<file path="src/rtl/lcg_pkg.sv">
`timescale 1ns / 1ps
`default_nettype none
// ----------------------------------------------------------------------------
// lcg_pkg: shared types and font table
// Glyph beat passed from the font lookup to the column serializer, and the
// 38-glyph font (A-Z, 0-9, space, colon) as a lookup function.
// ----------------------------------------------------------------------------
package lcg_pkg;

	localparam int GLYPH_SLOTS = 6;
	localparam int BYTE_W      = 8;
	localparam int NCOLS_W     = 3;
	localparam int COL_IDX_W   = 3;

	localparam logic [7:0] LOWER_FIRST = 8'h61;
	localparam logic [7:0] LOWER_LAST  = 8'h7A;
	localparam logic [7:0] CASE_OFFSET = 8'h20;

	typedef logic [GLYPH_SLOTS-1:0][BYTE_W-1:0] glyph_cols_t;

	typedef struct packed {
		logic                valid;
		logic                hit;
		logic [NCOLS_W-1:0]  ncols;
		glyph_cols_t         cols;
	} glyph_beat_t;

	function automatic glyph_beat_t mk_glyph(
		input logic [NCOLS_W-1:0] n,
		input logic [7:0] b0, input logic [7:0] b1, input logic [7:0] b2,
		input logic [7:0] b3, input logic [7:0] b4, input logic [7:0] b5);
		glyph_beat_t g;
		g.valid = 1'b1;
		g.hit   = 1'b1;
		g.ncols = n;
		g.cols  = {b5, b4, b3, b2, b1, b0};
		return g;
	endfunction

	// Fold lower case, then look the code up; a miss returns hit low.
	function automatic glyph_beat_t font_lookup(input logic [7:0] code_in);
		logic [7:0]  code;
		glyph_beat_t g;
		code = code_in;
		if (code >= LOWER_FIRST && code <= LOWER_LAST) begin
			code = code - CASE_OFFSET;
		end
		unique case (code)
			8'h41: g = mk_glyph(3'd4, 8'hFE, 8'h11, 8'hFE, 8'h00, 8'h00, 8'h00);
			8'h42: g = mk_glyph(3'd4, 8'hFF, 8'h89, 8'h76, 8'h00, 8'h00, 8'h00);
			8'h43: g = mk_glyph(3'd4, 8'h7E, 8'h81, 8'hC3, 8'h00, 8'h00, 8'h00);
			8'h44: g = mk_glyph(3'd4, 8'hFF, 8'h81, 8'h7E, 8'h00, 8'h00, 8'h00);
			8'h45: g = mk_glyph(3'd4, 8'hFF, 8'h89, 8'h81, 8'h00, 8'h00, 8'h00);
			8'h46: g = mk_glyph(3'd4, 8'hFF, 8'h09, 8'h01, 8'h00, 8'h00, 8'h00);
			8'h47: g = mk_glyph(3'd4, 8'hFE, 8'h81, 8'h72, 8'h00, 8'h00, 8'h00);
			8'h48: g = mk_glyph(3'd4, 8'hFF, 8'h18, 8'hFF, 8'h00, 8'h00, 8'h00);
			8'h49: g = mk_glyph(3'd4, 8'h81, 8'hFF, 8'h81, 8'h00, 8'h00, 8'h00);
			8'h4A: g = mk_glyph(3'd4, 8'h41, 8'h81, 8'h7F, 8'h00, 8'h00, 8'h00);
			8'h4B: g = mk_glyph(3'd4, 8'hFF, 8'h18, 8'hE7, 8'h00, 8'h00, 8'h00);
			8'h4C: g = mk_glyph(3'd4, 8'hFF, 8'h80, 8'h80, 8'h00, 8'h00, 8'h00);
			8'h4D: g = mk_glyph(3'd6, 8'hFF, 8'h04, 8'h08, 8'h04, 8'hFF, 8'h00);
			8'h4E: g = mk_glyph(3'd6, 8'hFF, 8'h07, 8'h38, 8'hC0, 8'hFF, 8'h00);
			8'h4F: g = mk_glyph(3'd4, 8'h7E, 8'h81, 8'h7E, 8'h00, 8'h00, 8'h00);
			8'h50: g = mk_glyph(3'd4, 8'hFF, 8'h09, 8'h0F, 8'h00, 8'h00, 8'h00);
			8'h51: g = mk_glyph(3'd5, 8'h7E, 8'hA1, 8'hC1, 8'h7E, 8'h00, 8'h00);
			8'h52: g = mk_glyph(3'd4, 8'hFF, 8'h39, 8'hCF, 8'h00, 8'h00, 8'h00);
			8'h53: g = mk_glyph(3'd4, 8'h86, 8'h89, 8'h71, 8'h00, 8'h00, 8'h00);
			8'h54: g = mk_glyph(3'd4, 8'h01, 8'hFF, 8'h01, 8'h00, 8'h00, 8'h00);
			8'h55: g = mk_glyph(3'd4, 8'hFF, 8'h80, 8'hFF, 8'h00, 8'h00, 8'h00);
			8'h56: g = mk_glyph(3'd4, 8'h7F, 8'h80, 8'h7F, 8'h00, 8'h00, 8'h00);
			8'h57: g = mk_glyph(3'd6, 8'hFF, 8'h40, 8'h20, 8'h40, 8'hFF, 8'h00);
			8'h58: g = mk_glyph(3'd6, 8'hC3, 8'h2C, 8'h30, 8'h2C, 8'hC3, 8'h00);
			8'h59: g = mk_glyph(3'd5, 8'h83, 8'h8C, 8'h68, 8'h1F, 8'h00, 8'h00);
			8'h5A: g = mk_glyph(3'd6, 8'hC3, 8'hA1, 8'h91, 8'h8D, 8'hC3, 8'h00);
			8'h30: g = mk_glyph(3'd4, 8'hFF, 8'h81, 8'hFF, 8'h00, 8'h00, 8'h00);
			8'h31: g = mk_glyph(3'd4, 8'h82, 8'hFF, 8'h80, 8'h00, 8'h00, 8'h00);
			8'h32: g = mk_glyph(3'd4, 8'hF2, 8'h91, 8'hDE, 8'h00, 8'h00, 8'h00);
			8'h33: g = mk_glyph(3'd4, 8'h42, 8'h91, 8'h7E, 8'h00, 8'h00, 8'h00);
			8'h34: g = mk_glyph(3'd4, 8'h1F, 8'h10, 8'hFF, 8'h00, 8'h00, 8'h00);
			8'h35: g = mk_glyph(3'd4, 8'hDF, 8'h91, 8'hF1, 8'h00, 8'h00, 8'h00);
			8'h36: g = mk_glyph(3'd4, 8'hFF, 8'h91, 8'hF1, 8'h00, 8'h00, 8'h00);
			8'h37: g = mk_glyph(3'd4, 8'h01, 8'h01, 8'hFF, 8'h00, 8'h00, 8'h00);
			8'h38: g = mk_glyph(3'd4, 8'hFF, 8'h91, 8'hFF, 8'h00, 8'h00, 8'h00);
			8'h39: g = mk_glyph(3'd4, 8'h9F, 8'h91, 8'hFF, 8'h00, 8'h00, 8'h00);
			8'h20: g = mk_glyph(3'd2, 8'h00, 8'h00, 8'h00, 8'h00, 8'h00, 8'h00);
			8'h3A: g = mk_glyph(3'd3, 8'h00, 8'h66, 8'h00, 8'h00, 8'h00, 8'h00);
			default: begin
				g       = '0;
				g.valid = 1'b1;
			end
		endcase
		return g;
	endfunction

endpackage
`default_nettype wire

</file>
<file path="src/rtl/lcg_serial.sv">
`timescale 1ns / 1ps
`default_nettype none
// ----------------------------------------------------------------------------
// lcg_serial: column byte serializer
// Holds the glyph's column bytes in a byte shift line; shifts the current
// column MSB first into the output register, one bit per cycle unless stalled.
// ----------------------------------------------------------------------------
module lcg_serial #(
	parameter int COLUMN_BITS       = 8,
	parameter int MAX_GLYPH_COLUMNS = 6
) (
	input  wire logic                            clk,
	input  wire logic                            arst_n,
	input  wire lcg_pkg::glyph_beat_t            glyph,
	output logic                                 active,
	output logic                                 bit_valid,
	input  wire logic                            bit_stall,
	output logic                                 serial_bit,
	output logic                                 latch_after,
	output logic [lcg_pkg::COL_IDX_W-1:0]        column_index,
	output logic                                 last_bit
);

	localparam int CNT_W = (COLUMN_BITS > 1) ? $clog2(COLUMN_BITS) : 1;
	localparam logic [CNT_W-1:0] BIT_LAST = CNT_W'(COLUMN_BITS - 1);
	localparam logic [3:0] MAX_COLS = 4'(MAX_GLYPH_COLUMNS);

	lcg_pkg::glyph_cols_t                cols_q;
	logic [COLUMN_BITS-1:0]              shreg_q;
	logic [CNT_W-1:0]                    bitcnt_q;
	logic [lcg_pkg::COL_IDX_W-1:0]       colcnt_q;
	logic [lcg_pkg::COL_IDX_W-1:0]       lastcol_q;
	logic                                active_q;
	logic                                bit_valid_q;
	logic                                serial_bit_q;
	logic                                latch_after_q;
	logic [lcg_pkg::COL_IDX_W-1:0]       column_index_q;
	logic                                last_bit_q;

	logic                                adv;
	logic                                col_end;
	logic                                glyph_end;
	logic [3:0]                          ncols_ext;
	logic [3:0]                          used_cols;
	logic [COLUMN_BITS+7:0]              first_ext;
	logic [COLUMN_BITS+7:0]              next_ext;

	assign adv       = active_q && (!bit_valid_q || !bit_stall);
	assign col_end   = (bitcnt_q == BIT_LAST);
	assign glyph_end = col_end && (colcnt_q == lastcol_q);
	assign ncols_ext = {1'b0, glyph.ncols};
	assign used_cols = (ncols_ext > MAX_COLS) ? MAX_COLS : ncols_ext;
	// Column bytes sit in the low bits; wider columns lead with zeros.
	assign first_ext = {{COLUMN_BITS{1'b0}}, glyph.cols[0]};
	assign next_ext  = {{COLUMN_BITS{1'b0}}, cols_q[1]};

	always_ff @(posedge clk or negedge arst_n) begin
		if (!arst_n) begin
			active_q    <= 1'b0;
			bit_valid_q <= 1'b0;
		end else begin
			if (glyph.valid) begin
				active_q <= glyph.hit;
			end else if (adv && glyph_end) begin
				active_q <= 1'b0;
			end
			if (adv) begin
				bit_valid_q <= 1'b1;
			end else if (!bit_stall) begin
				bit_valid_q <= 1'b0;
			end
		end
	end

	always_ff @(posedge clk) begin
		if (glyph.valid) begin
			cols_q    <= glyph.cols;
			shreg_q   <= first_ext[COLUMN_BITS-1:0];
			bitcnt_q  <= '0;
			colcnt_q  <= '0;
			lastcol_q <= lcg_pkg::COL_IDX_W'(used_cols - 4'd1);
		end else if (adv) begin
			if (col_end) begin
				// advance to the next column byte
				cols_q   <= {8'h00, cols_q[lcg_pkg::GLYPH_SLOTS-1:1]};
				shreg_q  <= next_ext[COLUMN_BITS-1:0];
				bitcnt_q <= '0;
				colcnt_q <= colcnt_q + lcg_pkg::COL_IDX_W'(1);
			end else begin
				shreg_q  <= shreg_q << 1;
				bitcnt_q <= bitcnt_q + CNT_W'(1);
			end
		end
		if (adv) begin
			serial_bit_q   <= shreg_q[COLUMN_BITS-1];
			latch_after_q  <= col_end;
			column_index_q <= colcnt_q;
			last_bit_q     <= glyph_end;
		end
	end

	assign active       = active_q;
	assign bit_valid    = bit_valid_q;
	assign serial_bit   = serial_bit_q;
	assign latch_after  = latch_after_q;
	assign column_index = column_index_q;
	assign last_bit     = last_bit_q;

`ifndef SYNTHESIS
	a_last_is_latch: assert property (@(posedge clk) disable iff (!arst_n)
		bit_valid_q && last_bit_q |-> latch_after_q)
		else $error("last bit beat without latch mark");

	a_no_load_busy: assert property (@(posedge clk) disable iff (!arst_n)
		glyph.valid |-> !active_q)
		else $error("glyph loaded while serializer busy");

	a_bitcnt_range: assert property (@(posedge clk) disable iff (!arst_n)
		active_q |-> bitcnt_q <= BIT_LAST)
		else $error("bit counter out of range");

	a_colcnt_range: assert property (@(posedge clk) disable iff (!arst_n)
		active_q |-> colcnt_q <= lastcol_q)
		else $error("column counter past last column");
`endif

endmodule
`default_nettype wire

</file>
<file path="config.mk">
export PLATFORM = sky130hd
export DESIGN_NAME = lcg_serial
export DESIGN_NICKNAME = d
export VERILOG_FILES = /design/src/rtl/lcg_pkg.sv /design/src/rtl/lcg_serial.sv
export SDC_FILE = /design/constraint.sdc
export NUM_CORES = 1
export LEC_CHECK = 0
export CORE_AREA = 2 2 83 93
export DETAILED_ROUTE_END_ITERATION = 8
export DIE_AREA = 0 0 85 95
export DONT_BUFFER_PORTS = 1
export PLACE_DENSITY = 0.62
export REMOVE_ABC_BUFFERS = 1
export SYNTH_ARGS = -nofsm -noshare
export SYNTH_HDL_FRONTEND = slang
export SYNTH_SLANG_ARGS = --single-unit
</file>
<file path="constraint.sdc">
create_clock -name clk -period 5 [get_ports clk]
set_input_delay 0 -clock clk [delete_from_list [all_inputs] [get_ports clk]]
set_output_delay 0 -clock clk [all_outputs]
set_load 0.05 [all_outputs]
</file>
==> results of run 1 <==
cells by family after synthesis:
group                    synth area share
AO/OA/AOI/OAI                      0.0434
XOR/XNOR                           0.0158
adder cells (fa/ha/maj)            0.0136
buffers and inverters              0.0235
flip-flops                          0.681
multiplexers                        0.165
AND/OR/NAND/NOR                    0.0584
registers in the layout, indices dropped and copies added (netlist names):
| register | count |
|---|---|
| lastcol_q | 3 |
| bitcnt_q | 3 |
| colcnt_q | 3 |
| active | 1 |
| cols_q | 40 |
| column_index | 3 |
| bit_valid | 1 |
| shreg_q | 8 |
| last_bit | 1 |
| serial_bit | 1 |
| latch_after | 1 |
layer usage:
| layer | global-route usage | wire [µm] | up-vias |
|---|---|---|---|
| li1 | - | - | 780 |
| met1 | 0.140 | 1970 | 747 |
| met2 | 0.201 | 2290 | 46 |
| met3 | 0.0603 | 312 | 7 |
| met4 | 0.0516 | 70 | 0 |
| met5 | 0 | 0 | - |
final timing paths:
kind	to	slack (ps)	cells after the start
max	cols_q[8]	2660	3
min	lastcol_q[1]	20	2
max reg2reg	cols_q[8]	2660	3
min reg2reg	serial_bit	430	0
max in group asynchronous	active	4420	2
min in group asynchronous	bit_valid	460	2
power breakdown:
part	switching, µW	internal, µW	total, µW
sequential	32.8	642	675
clock	187	174	362
combinational	44.1	64.6	109
total	264	881	1140
through the flow:
stage                     cell area (µm²)  power [µW]  worst slack (ps)  utilization
after global placement               2820         745              2690        0.390
after floorplan                      2710         734              2630            -
after detailed placement             2820         749              2630        0.390
final                                3570        1140              2660        0.494
after global routing                 3570        1200              2500        0.494
after CTS                            3570        1160              2620        0.494
layout by cell type (no fill, tap or decap), types with 2 or more instances in the layout:
cell type | Yosys | layout
sky130_fd_sc_hd__a21o_2 | 1 | 2
sky130_fd_sc_hd__xor2_1 | 4 | 4
sky130_fd_sc_hd__mux2i_1 | 8 | 8
sky130_fd_sc_hd__dfxtp_1 | 6 | 6
sky130_fd_sc_hd__dfrtp_1 | 2 | 2
sky130_fd_sc_hd__ha_1 | 3 | 3
sky130_fd_sc_hd__clkbuf_1 | 2 | 2
sky130_fd_sc_hd__clkinv_2 | 0 | 3
sky130_fd_sc_hd__mux2_2 | 20 | 20
sky130_fd_sc_hd__mux2_1 | 12 | 12
sky130_fd_sc_hd__clkbuf_8 | 1 | 9
sky130_fd_sc_hd__dlygate4sd3_1 | 0 | 57
sky130_fd_sc_hd__edfxtp_1 | 57 | 57
sky130_fd_sc_hd__clkinv_1 | 0 | 2
sky130_fd_sc_hd__nor2_1 | 3 | 3
sky130_fd_sc_hd__and2_1 | 8 | 8
sky130_fd_sc_hd__nand2_1 | 16 | 16
sky130_fd_sc_hd__a21oi_1 | 6 | 6
sky130_fd_sc_hd__o21ai_0 | 10 | 10
area by class of cell:
class / instances / area [µm²]
timing repair buffer: 58 / 598
tap: 87 / 109
sequential: 65 / 1880
inverter: 2 / 10.0
clock inverter: 5 / 22.5
multi-input combinational: 102 / 820
fill: 623 / 3650
clock buffer: 11 / 131
timing repair:
| action | in CTS | in global routing |
|---|---|---|
| hold endpoints to repair | 63 | 0 |
| hold buffers | 58 | 0 |
| gates resized for setup | 0 | 0 |
==> impl_summary.txt, run 1 <==
----------------------------------------------------
[Outcome]
  Status ... finished clean

[Synthesis]
  Commonest cells in the synthesized netlist ... 57 x sky130_fd_sc_hd__edfxtp_1, 20 x sky130_fd_sc_hd__mux2_2, 16 x sky130_fd_sc_hd__nand2_1
  Warning count from the yosys run ... 0
  Post-Synthesis Cell Area ... 2770 µm²
  Cells after Synth ... 177
  Most common cell in the synthesized netlist ... sky130_fd_sc_hd__edfxtp_1
  Post-synth EDFFs ... 57
  Biggest area consumer among synthesized cells ... sky130_fd_sc_hd__edfxtp_1
  Portion of the post-synthesis area used by sequential elements ... 0.681
  Primary flip-flop cell chosen by synthesis mapping ... sky130_fd_sc_hd__edfxtp_1
  Synthesis-stage register bit count ... 65
  Share of Yosys cell area claimed by the top area cell type ... 0.619
  Main area contributors after synthesis ... sky130_fd_sc_hd__edfxtp_1 62%, sky130_fd_sc_hd__mux2_2 8.1%, sky130_fd_sc_hd__mux2_1 4.9%, sky130_fd_sc_hd__dfxtp_1 4.3%, sky130_fd_sc_hd__mux2i_1 2.9%
  Number of distinct library cell variants in the gate-level netlist after synthesis ... 32
  Proportion of register bits with asynchronous set or reset after synthesis ... 0.0308
  Mean cell area of the mapped netlist ... 15.6 µm²

[Hold path]
  Hold_sp ... glyph[49]
  Class of the tightest hold or removal check ... in -> reg

[Place]
  Quantity of I/O buffers inserted on ports ... 0
  Hpwl dp ... 2720 µm
  Final estimated routing congestion in global placement ... 0.689
  Number of cells after detailed placement ... 256

[Clock tree]
  Clock tree root driver cell ... sky130_fd_sc_hd__clkbuf_8
  Maximum level of the CTS H-tree ... 3
  Post-CTS setup buffer count ... 0
  Clock latency on the worst-skew pair ... 330 ps
  Clock tree from TritonCTS ... yes
  CTS Buf Count ... 9
  Longest Clk Path Bufs ... 2
  Clock slew seen by the registers of the worst setup and hold paths ... 70 ps
  Sink count of the clock tree ... 65

[Drt]
  Antenna-violating nets left ... 0
  WL/cell ... about 14 µm
  Detailed-route via count ... ~1600
  Drt drc ... 0
  Final Routed Wirelength ... 4640 µm
  Per-cell via count in the routed design ... 4.79
  Number of DRC markers after the initial detailed-route iteration ... between 50 and 60
  1st-pass router iterations ... 2

[Cells and area]
  Number of nets in the layout ... 297
  Fraction of layout cells with a size suffix above 1 ... 0.160
  Non-filler instance count after layout ... 330
  Area growth, synth to finish ... 29.2%
  Antenna diode count ... 0

[GRT]
  Total grt overflow ... 0
  Initial antenna violation count ... 0
  Overall fraction of global-route tracks in use ... 0.124
  Global-route wire length before repair ... 7490 µm
  Number of global-route vias before repair ... between 1500 and 2000
  Largest net degree at the start of global routing ... 68

[Floorplan]
  Die Outline Area ... 8080 µm²
  Die Ht ... 95 µm
  Initial cell density of the core ... 0.383
  Die W ... 85 µm
  Placement Rows ... 33
  Boundary pin count ... between 60 and 70
  Placeable core region ... 7230 µm²

[Run]
  Number of max-cap violations ... 0

[Timing]
  Number of endpoints with negative hold slack in the final report ... 0
  RSZ-0062 raised after global routing ... false
  Transition time at the pin with the least slew margin ... approximately 920 ps
  Count of pins over their slew limit ... 0
  Period utilisation layout ... 0.467
  Setup TNS after final layout ... 0 ps
  Maximum clock frequency ... 428 MHz
  Final setup violation count ... 0
  Min Clock Period, post-route ... 2340 ps
  Fin Clk Skew ... 5.52 ps
  Max-slew headroom at the worst pin ... 0.384
  Minimum hold slack ... 24.0 ps

[Critical path]
  Most Frequent Cell on Critical Path ... sky130_fd_sc_hd__ha_1
  Source of the worst register-to-register timing path ... bitcnt_q[0]
  Longest individual stage delay on the worst path ... 840 ps
  Family of cells with the greatest summed delay on the critical path ... compound AO/OA/AOI/OAI gates
  Data arrival time of the critical path ... 2290 ps
  Critical Path, Cell by Cell ... ha_1 > ha_1 > a21o_2
  Maximum net fanout on the critical path ... 41
  Worst Setup Path Type ... reg -> reg
  Crit path launch ... bitcnt_q[0]
  Worst path bufs/invs ... 0
  Type of destination of the critical path ... register
  Critical Path Slowest Stage Cell ... sky130_fd_sc_hd__a21o_2
  Kind of start point of the critical path ... register
  Required time reported for the critical path endpoint ... 4960 ps

[Power and ir drop]
  Peak supply drop ... 0.210 mV
  Leakage ... 0.00128 µW
  Ratio of total power to cell area ... 320 nW/µm²

----------------------------------------------------
No activity file was read; power rests on OpenSTA's default activity.
==> run 2: changes to the inputs <==
clock period = 2.4 ns   (was 5 ns; I/O delays follow)
==> run 2 against run 1 <==
Against the previous run:
- sequential share of layout area down 1.4 points
- critical path type unchanged
- highest routed layer unchanged
- combinational power is 120% higher
- final cell count increased by 0.91%
- hold slack got worse by 2.4 ps
- largest power group unchanged
- count of clock-buffer cells in the layout grew 2
==> impl_summary.txt, run 2 (synthesis results as in run 1) <==
----------------------------------------------------
[Drt]
  Number of DRC markers after the initial detailed-route iteration ... 38 (-34%)
  1st-pass router iterations ... 3 (+1)
  Routed metal-1 wirelength ... 2040 µm (+3.2%)
  Final Routed Wirelength ... 4700 µm (+1.2%)
  Drt drc ... 0 (unchanged)
  Routed length on met3 ... 325 µm (+4.2%)
  WL met2 ... 2280 µm (-0.26%)
  Per-cell via count in the routed design ... 4.76 (-0.52%)
  WL/cell ... 14.1 µm (+0.25%)
  Topmost layer with routed signal wires ... met4
  Detailed-route via count ... 1586 (+0.38%)
  Antenna-violating nets left ... 0 (unchanged)

[Cells and area]
  Largest registers ... cols_q x40, shreg_q x8
  Top register by number of flip-flops ... cols_q
  Number of flip-flops under the largest register name ... 40 (unchanged)
  Number of nets in the layout ... 300 (+1.0%)
  Fraction of layout cells with a size suffix above 1 ... 0.175 (+0.0143)
  Most frequent cells in the layout ... 57 x sky130_fd_sc_hd__edfxtp_1, 57 x sky130_fd_sc_hd__dlygate4sd3_1, 20 x sky130_fd_sc_hd__mux2_2
  Area growth, synth to finish ... 32.6%
  Antenna diode count ... 0 (unchanged)
  Core utilization of the finished layout ... 0.508 (+0.0132)

[Outcome]
  Status ... finished clean

[Clock tree]
  Longest Clk Path Bufs ... 2 (unchanged)
  Clock tree root driver cell ... sky130_fd_sc_hd__clkbuf_8
  Clock latency on the worst-skew pair ... 340 ps (about the same)
  Clock slew seen by the registers of the worst setup and hold paths ... 70 ps (about the same)
  CTS resizes ... 0 (unchanged)
  Sink count of the clock tree ... 65 (unchanged)
  Number of buffers inserted by hold repair at cts ... 58 (unchanged)
  Post-CTS setup buffer count ... 0 (unchanged)
  CTS Buf Count ... 9 (unchanged)
  Maximum level of the CTS H-tree ... 3 (unchanged)
  Clock tree from TritonCTS ... yes

[Hold path]
  Hold_sp ... glyph[49]
  Worst hold path depth ... 2 (unchanged)
  Endpoint of the worst hold-timing path ... lastcol_q[1]
  Class of the tightest hold or removal check ... in -> reg

[Power and ir drop]
  Proportion of power drawn by flip-flops and latches ... 0.525 (-0.064)
  Gate power share ... 0.090 (-0.005)
  Net switching component of the power ... 570 µW (+120%)
  Switching part of the total ... 0.214 (-0.0164)
  Peak supply drop ... 0.414 mV (+98%)
  Clock power share ... 0.385 (+0.069)
  Ratio of total power to cell area ... 725 nW/µm² (+130%)
  Cell internal power dissipation ... 2090 µW (+140%)
  Total power consumption of the routed design ... 2660 µW (+130%)
  Leakage ... 0.00133 µW (+3.6%)

[Critical path]
  Kind of start point of the critical path ... register
  Source of the worst register-to-register timing path ... bit_valid
  Type of destination of the critical path ... register
  Maximum net fanout on the critical path ... 41 (unchanged)
  Reg2Reg Capture Point ... cols_q[10]
  Required time reported for the critical path endpoint ... 2420 ps (-2540 ps)
  Reg-to-reg setup timing slack ... 600 ps (-2060 ps)
  Worst reg-to-reg path cell count ... 4 (+1)
  Data arrival time of the critical path ... 1820 ps (-470 ps)
  Worst Setup Path Type ... reg -> reg

[Timing]
  Fin Clk Skew ... 10.6 ps (+5.12 ps)
  RSZ-0062 raised after global routing ... false
  Setup WS post-layout ... 601 ps (-2060 ps)
  Min Clock Period, post-route ... 1800 ps (-538 ps)
  Number of endpoints with negative hold slack in the final report ... 0 (unchanged)
  Max-slew headroom at the worst pin ... 0.643 (+0.259)
  Maximum clock frequency ... 556 MHz (+30%)
  Count of pins over their slew limit ... 0 (unchanged)
  Period utilisation layout ... 0.749 (+0.282)
  Setup TNS after final layout ... 0 ps (unchanged)
  Transition time at the pin with the least slew margin ... 536 ps (-388 ps)
  Final setup violation count ... 0 (unchanged)

[Place]
  Quantity of I/O buffers inserted on ports ... 0 (unchanged)
  Hpwl dp ... 2630 µm (-3.3%)
  Setup Slack @ Placement ... 606 ps (-2020 ps)
  Final estimated routing congestion in global placement ... 0.689 (unchanged)

[Floorplan]
  Die W ... 85 µm (unchanged)
  Boundary pin count ... 64 (unchanged)
  Die Ht ... 95 µm (unchanged)
  Placeable core region ... 7230 µm² (unchanged)
  Die Outline Area ... 8080 µm² (unchanged)
  Placement Rows ... 33 (unchanged)
  Initial cell density of the core ... 0.383 (unchanged)

[Run]
  Number of max-cap violations ... 0 (unchanged)

[GRT]
  Initial antenna violation count ... 0 (unchanged)
  Largest net degree at the start of global routing ... 68 (unchanged)
  Global-route wire length before repair ... 7620 µm (+1.8%)
  Number of global-route vias before repair ... 1633 (+0.93%)
  Total grt overflow ... 0 (unchanged)
  Overall fraction of global-route tracks in use ... 0.126 (+0.00252)

----------------------------------------------------
==> run 2: cell count changes in the layout (fill, tap and decap cells not counted), sizes merged <==
cell and change:
buf +3, bufinv +2, clkbuf +2, clkinv -4
==> run 2: area by class of cell <==
cell class,instances,area [µm²]
clock inverter,3,65.1
sequential,65,1880
timing repair buffer,61,633
clock buffer,13,149
fill,608,3560
tap,87,109
multi-input combinational,102,820
inverter,2,10.0
==> run 2: per-layer routing <==
metal  GRT usage  vias to the layer above
met5           0                        -
li1            -                      784
met2       0.199                       49
met1       0.152                      746
met3      0.0568                        7
met4      0.0516                        0
==> run 2: critical path: stages (launching register included) <==
cell	delay [ps]
sky130_fd_sc_hd__dfrtp_1	590
sky130_fd_sc_hd__a21bo_4	330
sky130_fd_sc_hd__inv_4	140
sky130_fd_sc_hd__a21o_2	170
sky130_fd_sc_hd__buf_12	230
==> run 2: power by group through the flow <==
stage,logic (µW),clock network (µW),registers [µW]
floorplan,109,0,1420
global placement,139,0,1420
detailed placement,142,0,1420
CTS,243,1040,1400
global route,266,1090,1410
finish,239,1030,1400
==> run 2: how the worst max path moves through the flow <==
stage          slack, ps       from          to
2_1_floorplan         30     active  cols_q[10]
5_1_grt              510  bit_valid  cols_q[10]
3_5_place_dp         610  bit_valid  cols_q[41]
3_3_place_gp         630  bit_valid  cols_q[32]
6_report             600  bit_valid  cols_q[10]
4_1_cts              590  bit_valid  cols_q[42]
==> run 2: through the flow <==
stage / instances / hold WS, ps / cell area [µm²]
6_report: 333 / 21.6 / 3670
5_1_grt: 333 / 16.5 / 3670
4_1_cts: 333 / 17.4 / 3670
3_5_place_dp: 259 / -296 / 2860
3_3_place_gp: 259 / -296 / 2860
2_1_floorplan: 169 / -296 / 2710
